==> config.mk <==
export PLATFORM = sky130hd
export DESIGN_NAME = lhk_front
export DESIGN_NICKNAME = d
export VERILOG_FILES = /design/src/rtl/core/lhk_pkg.sv /design/src/rtl/core/lhk_front.sv
export SDC_FILE = /design/constraint.sdc
export NUM_CORES = 1
export LEC_CHECK = 0
export BUFFER_PORTS_ARGS = -buffer_cell sky130_fd_sc_hd__buf_2
export CORE_UTILIZATION = 30
export CTS_CLUSTER_DIAMETER = 80
export DETAILED_ROUTE_END_ITERATION = 6
export GPL_ROUTABILITY_DRIVEN = 0
export PLACE_DENSITY = 0.52
export SYNTH_ARGS = -nofsm -noshare
export SYNTH_HDL_FRONTEND = slang
export SYNTH_SLANG_ARGS = --single-unit
export TNS_END_PERCENT = 5
==> constraint.sdc <==
create_clock -name clk -period 11.45 [get_ports clk]
set_input_delay 1.145 -clock clk [delete_from_list [all_inputs] [get_ports clk]]
set_output_delay 1.145 -clock clk [all_outputs]
set_load 0.02 [all_outputs]
==> src/rtl/core/lhk_pkg.sv <==
// Shared types, constants and fixed-point helpers of the Langevin half-kick integrator.
package lhk_pkg;

  localparam int FRAC_BITS = 16;
  localparam int WORD_W    = 32;
  localparam int TIME_W    = 48;
  localparam int MUL_B_W   = WORD_W + 1;
  localparam int PROD_W    = 2 * MUL_B_W;
  localparam int DIV_W     = 3 * FRAC_BITS + 1;
  localparam int STR_W     = FRAC_BITS + 1;
  localparam int CFG_IDX_W = 3;
  localparam int QUEUE_DEPTH_DEF = 2;

  localparam logic [WORD_W-1:0] TIME_STEP_RST = 32'd655;
  localparam logic [WORD_W-1:0] TEMP_RST      = 32'd1638;
  localparam logic [WORD_W-1:0] VISC_RST      = 32'd65536;
  localparam logic [WORD_W-1:0] DRIFT_RST     = 32'd0;
  localparam logic [WORD_W-1:0] DELAY_RST     = 32'd0;

  localparam logic [TIME_W-1:0] RNG_SEED  = 48'h1234ABCD330E;
  localparam logic [WORD_W-1:0] LCG_A_LO  = 32'hDEECE66D;
  localparam logic [15:0]       LCG_A_HI  = 16'd5;
  localparam logic [TIME_W-1:0] LCG_C     = 48'hB;

  localparam logic [63:0] PI_Q32 = 64'd13493037705;
  localparam logic [WORD_W-1:0] SIX_PI =
    WORD_W'((64'd6 * PI_Q32 + (64'd1 << (31 - FRAC_BITS))) >> (32 - FRAC_BITS));

  localparam logic signed [PROD_W-1:0] RND_HALF = PROD_W'(1) << (FRAC_BITS - 1);
  localparam logic signed [PROD_W-1:0] U32_MAX  = PROD_W'(64'hFFFF_FFFF);
  localparam logic signed [PROD_W-1:0] S32_MAX  = PROD_W'(64'h7FFF_FFFF);
  localparam logic signed [PROD_W-1:0] S32_MIN  = -S32_MAX - PROD_W'(1);

  typedef enum logic [CFG_IDX_W-1:0] {
    REG_TIME_STEP   = 3'd0,
    REG_TEMPERATURE = 3'd1,
    REG_VISCOSITY   = 3'd2,
    REG_DRIFT_COEF  = 3'd3,
    REG_NOISE_DELAY = 3'd4
  } cfg_idx_t;

  typedef struct packed {
    logic [WORD_W-1:0] time_step;
    logic [WORD_W-1:0] temperature;
    logic [WORD_W-1:0] viscosity;
    logic [WORD_W-1:0] drift_coefficient;
    logic [WORD_W-1:0] noise_delay;
  } cfg_t;

  typedef enum logic [1:0] {
    CLS_DRIFT  = 2'd0,
    CLS_DECIDE = 2'd1,
    CLS_FOLLOW = 2'd2
  } item_cls_t;

  typedef struct packed {
    item_cls_t                cls;
    logic [TIME_W-1:0]        elapsed_time;
    logic signed [WORD_W-1:0] position;
    logic signed [WORD_W-1:0] velocity;
    logic signed [WORD_W-1:0] force_req;
    logic [WORD_W-1:0]        inverse_mass;
    logic [WORD_W-1:0]        sigma;
  } item_t;

  typedef struct packed {
    logic  valid;
    item_t item;
  } q_head_t;

  typedef enum logic [4:0] {
    ST_IDLE, ST_DECIDE, ST_NS_MUL_LO, ST_NS_MUL_HI, ST_NS_SUM, ST_NS_ROOT,
    ST_W_GO, ST_W_DIV, ST_W_ROOT, ST_LCG, ST_LCG_RES,
    ST_NT_MUL1, ST_NT_RES1, ST_NT_MUL2, ST_NT_RES2,
    ST_DG_MUL1, ST_DG_RES1, ST_DG_MUL2, ST_DG_RES2, ST_DG_MUL3, ST_DG_RES3,
    ST_KK_MUL1, ST_KK_RES1, ST_KK_MUL2, ST_KK_RES2,
    ST_DR_MUL, ST_DR_RES, ST_DONE
  } st_t;

  // round to nearest (ties up), drop the fraction, clamp to 32 bits unsigned
  function automatic logic [WORD_W-1:0] umul_fix(input logic signed [PROD_W-1:0] p);
    logic signed [PROD_W-1:0] t;
    t = (p + RND_HALF) >>> FRAC_BITS;
    if (t > U32_MAX) umul_fix = '1;
    else umul_fix = t[WORD_W-1:0];
  endfunction

  // as above, clamped to 32 bits signed
  function automatic logic signed [WORD_W-1:0] smul_fix(input logic signed [PROD_W-1:0] p);
    logic signed [PROD_W-1:0] t;
    t = (p + RND_HALF) >>> FRAC_BITS;
    if (t > S32_MAX) smul_fix = 32'sh7FFF_FFFF;
    else if (t < S32_MIN) smul_fix = 32'sh8000_0000;
    else smul_fix = t[WORD_W-1:0];
  endfunction

  function automatic logic signed [WORD_W-1:0] sat_word(input logic signed [WORD_W:0] s);
    if (s > 33'sd2147483647) sat_word = 32'sh7FFF_FFFF;
    else if (s < -33'sd2147483648) sat_word = 32'sh8000_0000;
    else sat_word = s[WORD_W-1:0];
  endfunction

endpackage

==> src/rtl/core/lhk_front.sv <==
// Front end: classify incoming beats and queue them for the back end.
module lhk_front import lhk_pkg::*; #(
  parameter int QUEUE_DEPTH = QUEUE_DEPTH_DEF
) (
  input  logic                     clk,
  input  logic                     rst_n,
  input  logic                     in_valid,
  output logic                     in_ready,
  input  logic                     in_command,
  input  logic                     in_first_of_call,
  input  logic [TIME_W-1:0]        in_elapsed_time,
  input  logic signed [WORD_W-1:0] in_position,
  input  logic signed [WORD_W-1:0] in_velocity,
  input  logic signed [WORD_W-1:0] in_force_req,
  input  logic [WORD_W-1:0]        in_inverse_mass,
  input  logic [WORD_W-1:0]        in_sigma,
  output q_head_t                  q_head,
  input  logic                     q_pop
);

  localparam int PTR_W = (QUEUE_DEPTH > 1) ? $clog2(QUEUE_DEPTH) : 1;
  localparam int CNT_W = $clog2(QUEUE_DEPTH + 1);

  item_t            mem_r [QUEUE_DEPTH];
  logic [PTR_W-1:0] wr_ptr_r, wr_ptr_nxt;
  logic [PTR_W-1:0] rd_ptr_r, rd_ptr_nxt;
  logic [CNT_W-1:0] count_r, count_nxt;
  logic             push;
  logic             pop;
  item_t            new_item;

  assign in_ready = (count_r != CNT_W'(QUEUE_DEPTH));
  assign push     = in_valid && in_ready;
  assign pop      = q_pop && (count_r != '0);

  always_comb begin
    new_item.elapsed_time = in_elapsed_time;
    new_item.position     = in_position;
    new_item.velocity     = in_velocity;
    new_item.force_req    = in_force_req;
    new_item.inverse_mass = in_inverse_mass;
    new_item.sigma        = in_sigma;
    if (!in_command) new_item.cls = CLS_DRIFT;
    else if (in_first_of_call) new_item.cls = CLS_DECIDE;
    else new_item.cls = CLS_FOLLOW;
  end

  always_comb begin
    wr_ptr_nxt = wr_ptr_r;
    rd_ptr_nxt = rd_ptr_r;
    count_nxt  = count_r;
    if (push) begin
      wr_ptr_nxt = (wr_ptr_r == PTR_W'(QUEUE_DEPTH - 1)) ? '0 : wr_ptr_r + PTR_W'(1);
    end
    if (pop) begin
      rd_ptr_nxt = (rd_ptr_r == PTR_W'(QUEUE_DEPTH - 1)) ? '0 : rd_ptr_r + PTR_W'(1);
    end
    if (push && !pop) count_nxt = count_r + CNT_W'(1);
    else if (pop && !push) count_nxt = count_r - CNT_W'(1);
  end

  always_ff @(posedge clk) begin
    if (!rst_n) begin
      wr_ptr_r <= '0;
      rd_ptr_r <= '0;
      count_r  <= '0;
    end else begin
      wr_ptr_r <= wr_ptr_nxt;
      rd_ptr_r <= rd_ptr_nxt;
      count_r  <= count_nxt;
    end
    if (push) mem_r[wr_ptr_r] <= new_item;
  end

  assign q_head.valid = (count_r != '0);
  assign q_head.item  = mem_r[rd_ptr_r];

endmodule

==> impl_metrics.csv, run 1 <==
group,metric,value,unit
status,status,"finished, final reports clean",
worst_setup_path,cp_top_family,"buffers and inverters",
worst_hold_path,min_path_cells,2,
floorplan,rows,82,
clock_tree,numCtsBuffers,46,
detailed_routing,wire_per_inst,18.0,µm
detailed_routing,viasPerCell,4.26,
clock_tree,clk_pin_slew,60,ps
sta,tightest_slew,1120,ps
clock_tree,cts_tree,"built",
synth,synth.distinct_cells,21,
synth,synth_seq_area_share,82.1,%
synth,syn-cell-area,15500,µm²
clock_tree,ctsLongestPathBuffers,3,
sta,rsz0062_at_grt,"false",
synth,syn_area_per_cell,22.8,µm²
floorplan,io_pins,426,
sta,period_minus_slack,4630,ps
worst_setup_path,worstReg2RegEnd,"mem_r[0][182]",
worst_setup_path,cp_max_fo,69,
worst_hold_path,worstHoldEndpoint,"count_r[1]",
worst_setup_path,startpoint_type,"flip-flop",
flow_run,cap_violations,0,
synth,synth_warnings,0,
worst_setup_path,end_kind,"primary output",
detailed_routing,top_layer,"met5",
detailed_routing,wl_met3,3.38,mm
worst_setup_path,crit_type,"reg -> out",
sta,finalSetupTns,0,ps
grt,grt_start_max_net_pins,155,
worst_setup_path,rrSetupSlack,7930,ps
detailed_routing,ant_nets,0,
placed_design,dpl_cell_area,18300,µm²
finish,final_nets,1350,
detailed_routing,met2_length,15.6,mm
clock_tree,holdBufCountCts,0,
detailed_routing,drt-total-wl,33.2,mm
worst_setup_path,cp.arrival,3490,ps
sta,relSlewSlack,25.1,%
floorplan,die_w,229,µm
sta,skew,14.7,ps
finish,multi_input_comb_area,2520,µm²
finish,post-route-util,38.9,%
grt,grt_pass1_wl,49.4,mm
sta,fin_crit_sh,40.5,%
power_and_ir_drop,p_per_area,231,nW/µm²
worst_setup_path,max_stage_delay,880,ps
floorplan,coreArea,50600,µm²
placed_design,numPortBuffers,425,
placed_design,dp_hpwl,21.3,mm
grt,grt_usage,12.4,%
clock_tree,cts_resized,0,
worst_setup_path,crit_slowest_cell,"buf_4",
power_and_ir_drop,total_power,0.00455,W
worst_hold_path,hold_path.class,"reg -> reg",
grt,grt_antenna_before_repair,8,
power_and_ir_drop,irDropWorstVdd,0.140,mV
finish,fin_area,19700,µm²
floorplan,die-area,52500,µm²
grt,grt_pass1_vias,8209,
floorplan,die_h,229,µm
sta,finalMaxSlewViolations,0,
synth,synth_nets,894,
synth,synthCells,679,
worst_setup_path,cp_common_cell,"buf_4",
finish,regArea,12700,µm²
finish,drive_above_1_share,59.9,%
clock_tree,post_cts_buffers,0,
sta,final_hold_viol_count,0,
worst_setup_path,rr_worst_depth,5,
detailed_routing,first_iter_violations,322,
clock_tree,clock_latency,560,ps
worst_setup_path,path_cells,"buf_4 -> buf_4 -> mux2_2 -> buf_2",
worst_hold_path,hold_start,"count_r[1]",
detailed_routing,drc_errors,0,
worst_setup_path,path_buf_inv,3,
worst_setup_path,worstPathRequired,10310,ps
detailed_routing,vias,7841,
power_and_ir_drop,p_leak,7.17,nW
detailed_routing,firstDrtPassIters,4,
sta,fmax,0.216,GHz
synth,ys_ff_latch,425,
floorplan,start_util,30.6,%
clock_tree,cts-root-buf,"clkbuf_16",
clock_tree,h-tree-depth,2,
grt,overflow,0,
sta,setup_viol,0,
finish,fillers,4703,
detailed_routing,met1_length,13.3,mm
finish,areaGrowthSynthToFinish,27.0,%
worst_setup_path,cp.depth,4,
clock_tree,cts_sinks,425,
worst_setup_path,r2r_start,"count_r[0]",
-- how the worst max path moves through the flow --
stage,from,end,slack (ps)
after floorplan,in_valid,mem_r[1][0],4860
after global placement,in_valid,mem_r[0][108],7120
after detailed placement,in_valid,mem_r[0][174],7150
after CTS,flip-flop,q_head[174],6630
after global routing,flip-flop,q_head[174],6540
final,flip-flop,q_head[174],6820
-- sequential cells by signal (all words and copies together) (netlist names), named ones only --
name	flops
count_r	2
mem_r	420
rd_ptr_r	1
wr_ptr_r	1
-- routing by layer --
| layer | GRT usage [%] | vias to the layer above |
|---|---|---|
| met5 | 0 | - |
| met4 | 4.75 | 12 |
| met3 | 5.69 | 71 |
| met2 | 19.9 | 285 |
| met1 | 14.5 | 3840 |
| li1 | - | 3633 |
-- cells by family after synthesis --
| group | count (synthesis) | synth area share (%) |
|---|---|---|
| AO/OA/AOI/OAI | 5 | 0.226 |
| XOR/XNOR | 3 | 0.170 |
| adder cells (fa/ha/maj) | 1 | 0.0808 |
| buffers and inverters | 24 | 1.66 |
| flip-flops | 425 | 82.1 |
| multiplexers | 210 | 15.3 |
| AND/OR/NAND/NOR | 11 | 0.501 |
-- synthesized netlist by cell type, drive strengths merged --
cell type	count	share of area (%)
xor2	1	0.057
a21boi	2	0.097
nand2b	1	0.089
xnor2	2	0.11
edfxtp	420	81
dfxtp	5	0.65
ha	1	0.081
and3	1	0.040
nand3b	1	0.048
o21ai	2	0.065
nor2b	1	0.040
and2	5	0.20
buf	23	1.6
a21bo	1	0.065
or2	1	0.040
or3	1	0.040
inv	1	0.024
mux2	210	15
-- cell usage in the layout (no fill, tap or decap) --
cell,count
mux2_2,210
bufinv_16,1
clkinv_4,1
ha_1,1
inv_6,1
o21ai_0,1
dfxtp_1,4
a21boi_0,1
nor2b_1,1
clkbuf_16,49
xnor2_1,2
o21ai_1,1
nand2b_4,1
buf_2,425
and3_4,1
or2_2,1
nand3b_1,1
buf_12,1
a21boi_1,1
clkinv_1,8
inv_8,2
clkbuf_1,20
a21bo_2,1
or3_1,1
dfxtp_4,1
buf_4,5
xor2_1,1
and2_1,5
edfxtp_1,420
diode_2,2
-- area by class of cell --
cell class | instances | share of cell area [%]
repair buffers | 431 | 11.1
inverters | 1 | 0.0573
clock buffers | 69 | 6.62
diodes | 2 | 0.0254
clock inverters | 12 | 0.452
well taps | 672 | 4.27
multi-input cells | 230 | 12.8
flip-flops and latches | 425 | 64.6
-- report_power, final --
part	total (W)	switching (W)	internal [W]	leakage, nW
clock	0.00138	0.000576	0.000805	0.669
combinational	0.00117	0.000725	0.000448	2.54
sequential	0.00200	0.0000492	0.00195	3.96
total	0.00455	0.00135	0.00320	7.17
-- stage by stage --
stage	std cells	hold WS (ps)	setup slack [ps]
after CTS	1840	568	6630
after global routing	1841	609	6540
after global placement	1759	533	7120
after detailed placement	1759	563	7150
after floorplan	679	512	4860
final	1842	560	6820
-- worst register-to-register path, stage by stage (launching register included) --
cell and delay (ps):
dfxtp_1 420, nand2b_4 190, nand3b_1 200, inv_8 440, buf_4 920, buf_4 900
(Power assumes the default switching activity.)
==> run 2, diff against run 1 <==
PLACE_DENSITY = 0.53   (was 0.52)
clock period = 3.75 ns   (was 11.45 ns; I/O delays follow)
==> impl_metrics.csv, run 2 (synthesized netlist as in run 1, its figures left out) <==
group,metric,value,unit
finish,final_nets,1567,
detailed_routing,drt-total-wl,35.1,mm
finish,drive_above_1_share,51.8,%
worst_setup_path,end_kind,"primary output",
sta,setup_slack,1050,ps
clock_tree,post_cts_buffers,0,
placed_design,numPortBuffers,425,
sta,tightest_slew,738,ps
finish,regMostFlops,"mem_r",
sta,rsz0062_at_grt,"false",
placed_design,dp_hpwl,22.4,mm
grt,grt_antenna_before_repair,1,
sta,relSlewSlack,50.8,%
finish,largest_reg_flops,420,
sta,fin_crit_sh,72.0,%
detailed_routing,wire_per_inst,17.0,µm
detailed_routing,ant_nets,0,
grt,grt_usage,13.2,%
sta,setup_viol,0,
sta,finalMaxSlewViolations,0,
grt,grt_start_max_net_pins,91,
finish,layout_commonest_cell,"buf_2",
worst_setup_path,worstPathRequired,3380,ps
grt,overflow,0,
worst_setup_path,crit_type,"reg -> out",
flow_run,cap_violations,0,
detailed_routing,firstDrtPassIters,4,
detailed_routing,drc_errors,0,
floorplan,rows,82,
sta,whs,54.6,ps
worst_setup_path,startpoint_type,"flip-flop",
floorplan,die-area,52500,µm²
placed_design,place_worst_setup_slack,1560,ps
grt,grt_pass1_vias,9601,
clock_tree,numCtsBuffers,48,
detailed_routing,viasPerCell,4.21,
clock_tree,cts_sinks,425,
floorplan,die_w,229,µm
clock_tree,clock_latency,560,ps
detailed_routing,first_iter_violations,349,
clock_tree,ctsLongestPathBuffers,3,
worst_setup_path,max_stage_delay,780,ps
finish,final_cell_mix,"buf_2, edfxtp_1, mux2_2",
sta,final_hold_viol_count,0,
clock_tree,h-tree-depth,2,
worst_setup_path,path_cells,"buf_4 -> mux2_2 -> buf_2",
sta,period_minus_slack,2700,ps
finish,areaGrowthSynthToFinish,41.4,%
clock_tree,cts_tree,"built",
floorplan,io_pins,426,
sta,fmax,0.371,GHz
status,status,"finished, final reports clean",
floorplan,start_util,30.6,%
worst_hold_path,hold_path.class,"in -> reg",
worst_setup_path,crit_slowest_cell,"dfxtp_4",
placed_design,dpl_cell_area,18400,µm²
finish,post-route-util,43.3,%
power_and_ir_drop,p_per_area,647,nW/µm²
power_and_ir_drop,irDropWorstVdd,0.414,mV
worst_setup_path,cp_top_family,"flip-flops",
sta,skew,13.8,ps
worst_setup_path,path_buf_inv,2,
finish,top_regs,"mem_r: 420 flops, count_r: 2 flops",
power_and_ir_drop,p_leak,8.12,nW
floorplan,coreArea,50600,µm²
worst_setup_path,cp_max_fo,42,
floorplan,die_h,229,µm
detailed_routing,vias,8675,
clock_tree,clk_pin_slew,50,ps
finish,fin_area,21900,µm²
clock_tree,cts-root-buf,"clkbuf_16",
grt,grt_pass1_wl,53.9,mm
worst_setup_path,cp.arrival,2320,ps
==> run 2: changes by cell type in the layout (fill, tap and decap cells not counted), sizes merged <==
cell,delta
dlygate4sd3,+206
clkinv,+10
buf,+9
clkbuf,-6
bufinv,-1
diode,-1
==> run 2: power by group <==
part           switching [W]  total (W)  internal, W
sequential          0.000194    0.00612      0.00593
combinational        0.00225    0.00383      0.00158
clock                0.00182    0.00421      0.00240
total                0.00426     0.0142      0.00991
==> run 2: per-stage QoR <==
stage / TNS, ps / power (W) / instances
floorplan: -327900 / 0.00880 / 679
global placement: 0 / 0.00991 / 1768
detailed placement: 0 / 0.00994 / 1768
CTS: 0 / 0.0144 / 2058
global route: 0 / 0.0148 / 2059
finish: 0 / 0.0142 / 2059
==> run 2: area by class of cell <==
class,instances,area (µm²)
fill,4540,28700
sequential,425,12700
timing repair buffer,646,4400
multi-input combinational,230,2520
clock buffer,63,1280
tap,672,841
clock inverter,21,119
inverter,1,11.3
antenna,1,2.50
==> run 2: timing repair <==
item,in CTS,in global routing
hold buffers,206,0
resized for setup,0,0
hold endpoints to repair,412,0
==> run 2: worst register-to-register path, stage by stage, from the launching register on <==
cell,delay [ps]
dfxtp_1,410
nand2b_4,190
nand3b_1,190
inv_8,580
buf_12,430
==> run 2: path summary, 6_finish.rpt <==
check | startpoint | to | slack (ps) | cells past startpoint
setup reg to reg | count_r[0] | mem_r[0][58] | 1570 | 4
setup / recovery | flip-flop | q_head[204] | 1050 | 3
hold / removal | in_velocity[16] | mem_r[0][112] | 50 | 1
hold reg to reg | rd_ptr_r | flip-flop | 580 | 2
==> run 2: per-layer routing <==
metal	wire length, µm	global-route usage, %	up-vias	share of wire (%)
met5	0	0	-	0
met4	1120	5.42	0	3.2
met3	2460	4.12	70	7.0
met2	17400	22.7	285	50
met1	14100	15.2	4254	40
li1	-	-	4066	-
==> run 3, diff against run 2 <==
ABC_AREA = 1   (was not set)
clock period = 2.2 ns   (was 3.75 ns; I/O delays follow)
==> impl_metrics.csv, run 3 <==
group,metric,value,unit
status,status,"finished, final reports clean",
synth,yosys.area_share.simple,0.533,%
worst_setup_path,worstReg2RegEnd,"mem_r[1][53]",
placed_design,numPortBuffers,425,
synth,synth.distinct_cells,14,
detailed_routing,drt-total-wl,35.9,mm
synth,syn-cell-area,15500,µm²
finish,regMostFlops,"mem_r",
worst_hold_path,hold_path.class,"in -> reg",
worst_setup_path,crit_type,"reg -> out",
synth,synth_top_family_by_area,"multiplexers",
grt,grt_usage,13.5,%
floorplan,die-area,52500,µm²
clock_tree,cts_sinks,425,
sta,tightest_slew,391,ps
placed_design,dp_cells,1789,
finish,drive_above_1_share,51.3,%
synth,synth_nets,909,
worst_setup_path,max_stage_delay,390,ps
worst_setup_path,worstPathRequired,1980,ps
sta,finalSetupTns,0,ps
synth,synthCells,694,
sta,fmax,0.465,GHz
power_and_ir_drop,p_leak,8.30,nW
placed_design,place_worst_setup_slack,516,ps
synth,yosysMostFrequentCell,"edfxtp_1",
finish,final_cell_mix,"edfxtp_1, buf_2, dlygate4sd3_1",
sta,period_minus_slack,2150,ps
power_and_ir_drop,irDropWorstVdd,1.01,mV
floorplan,rows,82,
sta,skew,13.5,ps
synth,synth_edf_count,420,
synth,synth_seq_area_share,82.1,%
finish,finalNonFillerCells,2089,
floorplan,die_h,229,µm
floorplan,coreArea,50600,µm²
synth,synth.top_cell.area_share,81.4,%
worst_setup_path,end_kind,"primary output",
flow_run,cap_violations,0,
grt,grt_pass1_vias,9586,
clock_tree,h-tree-depth,2,
sta,finalMaxSlewViolations,0,
floorplan,start_util,30.6,%
sta,whs,70.4,ps
floorplan,die_w,229,µm
finish,top_regs,"mem_r: 420 flops, count_r: 2 flops",
finish,largest_reg_flops,420,
sta,rsz0062_at_grt,"true",
worst_setup_path,r2r_start,"count_r[0]",
sta,setup_viol,0,
finish,areaGrowthSynthToFinish,43.4,%
detailed_routing,wire_per_inst,17.2,µm
clock_tree,ctsLongestPathBuffers,3,
placed_design,dp_hpwl,23.0,mm
synth,synthFlopType,"edfxtp_1",
synth,synth_fa_ha_area_share,0.0808,%
grt,grt_start_max_net_pins,62,
sta,final_hold_viol_count,0,
synth,synthMuxAreaShare,15.3,%
worst_setup_path,cp.arrival,1930,ps
clock_tree,clock_latency,560,ps
worst_hold_path,hold_start,"in_valid",
clock_tree,clk_pin_slew,50,ps
synth,ys_ff_latch,425,
detailed_routing,vias,8823,
clock_tree,cts-root-buf,"clkbuf_16",
floorplan,io_pins,426,
grt,grt_antenna_before_repair,3,
finish,layout_commonest_cell,"edfxtp_1",
synth,async_flop_share,0,%
detailed_routing,first_iter_violations,355,
synth,synth-xor-area-share,0,%
worst_setup_path,rrSetupSlack,580,ps
sta,setup_slack,50.7,ps
synth,synth.area.top_cells,"edfxtp_1, mux2_2, buf_6",
worst_setup_path,crit_slowest_cell,"dfxtp_4",
synth,yosysTopAreaCell,"edfxtp_1",
synth,syn_area_per_cell,22.3,µm²
clock_tree,cts_tree,"built",
sta,relSlewSlack,74.0,%
worst_hold_path,min_path_cells,4,
detailed_routing,ant_nets,0,
worst_setup_path,rr_worst_depth,6,
worst_setup_path,crit_end,"q_head[189]",
finish,n_antenna_cell,0,
detailed_routing,drc_errors,0,
finish,final_nets,1598,
power_and_ir_drop,p_per_area,1080,nW/µm²
synth,yosys-top-cells-count,"edfxtp_1, mux2_2, buf_6, inv_1, nand2_1",
worst_setup_path,startpoint_type,"flip-flop",
detailed_routing,firstDrtPassIters,4,
worst_setup_path,cp_max_fo,19,
grt,grt_pass1_wl,54.4,mm
worst_setup_path,path_cells,"buf_16 -> buf_4 -> mux2_2 -> buf_2",
detailed_routing,viasPerCell,4.22,
grt,overflow,0,
sta,fin_crit_sh,97.7,%
synth,synth_warnings,0,
clock_tree,numCtsBuffers,46,
synth,synth_compound_area_share,0.145,%
[run 3: cell count changes in the layout (fill, tap and decap cells not counted), sizes merged, moves of 2 or more]
cell / change
a21boi: -2
dlygate4sd3: +6
and2: -5
nor2: +9
buf: +11
clkbuf: -2
nand2: +10
inv: +8
xnor2: -2
[run 3: kinds of logic after synthesis]
logic type | Yosys count
AOI/OAI and AO/OA | 4
adders and majority gates | 1
buffers and inverters | 33
DFF | 425
muxes | 210
and+or+nand+nor | 21
[run 3: layout make-up]
cell class | instances | area [µm²]
Timing Repair Buffer | 664 | 4720
Fill cell | 4496 | 28400
Clock inverter | 22 | 139
Tap cell | 672 | 841
Multi-Input combinational cell | 236 | 2530
Clock buffer | 60 | 1220
Inverter | 10 | 37.5
Sequential cell | 425 | 12700
[run 3: power breakdown]
group | switching [W] | internal (W)
clock | 0.00299 | 0.00403
sequential | 0.000240 | 0.0102
combinational | 0.00379 | 0.00270
[run 3: worst max-delay path: cells and delay by family (launching register included)]
family / cells / cell delay (ps)
mux: 1 / 370
buf+inv: 3 / 610
flops: 1 / 390
[run 3: how the worst min path moves through the flow]
stage / end / slack, ps
finish: wr_ptr_r / 70
global route: wr_ptr_r / 70
CTS: wr_ptr_r / 20
global placement: mem_r[0][1] / 410
floorplan: mem_r[0][0] / 320
detailed placement: mem_r[1][1] / 410
[run 3: per-stage QoR]
| stage | util, % | power, W | area [µm²] |
|---|---|---|---|
| floorplan | - | 0.0147 | 15500 |
| global placement | 36.7 | 0.0167 | 18600 |
| detailed placement | 36.7 | 0.0167 | 18600 |
| CTS | 43.9 | 0.0244 | 22200 |
| global route | 43.9 | 0.0251 | 22200 |
| finish | 43.9 | 0.0240 | 22200 |
[run 3: per-layer routing]
metal  GRT usage, %  share of wire (%)  wire, µm
met5              0               0.10        36
met4           5.02                3.0      1070
met3           4.13                6.6      2390
met2           23.4                 51     18200
met1           15.6                 40     14200
[run 3: timing repair]
item | in CTS | in global routing
endpoints found under the setup margin | 153 | 128
hold buffers | 212 | 0
hold endpoints to repair | 425 | 0
cloned | 3 | 0
gates resized for setup | 7 | 12
buffers inserted | 3 | 0
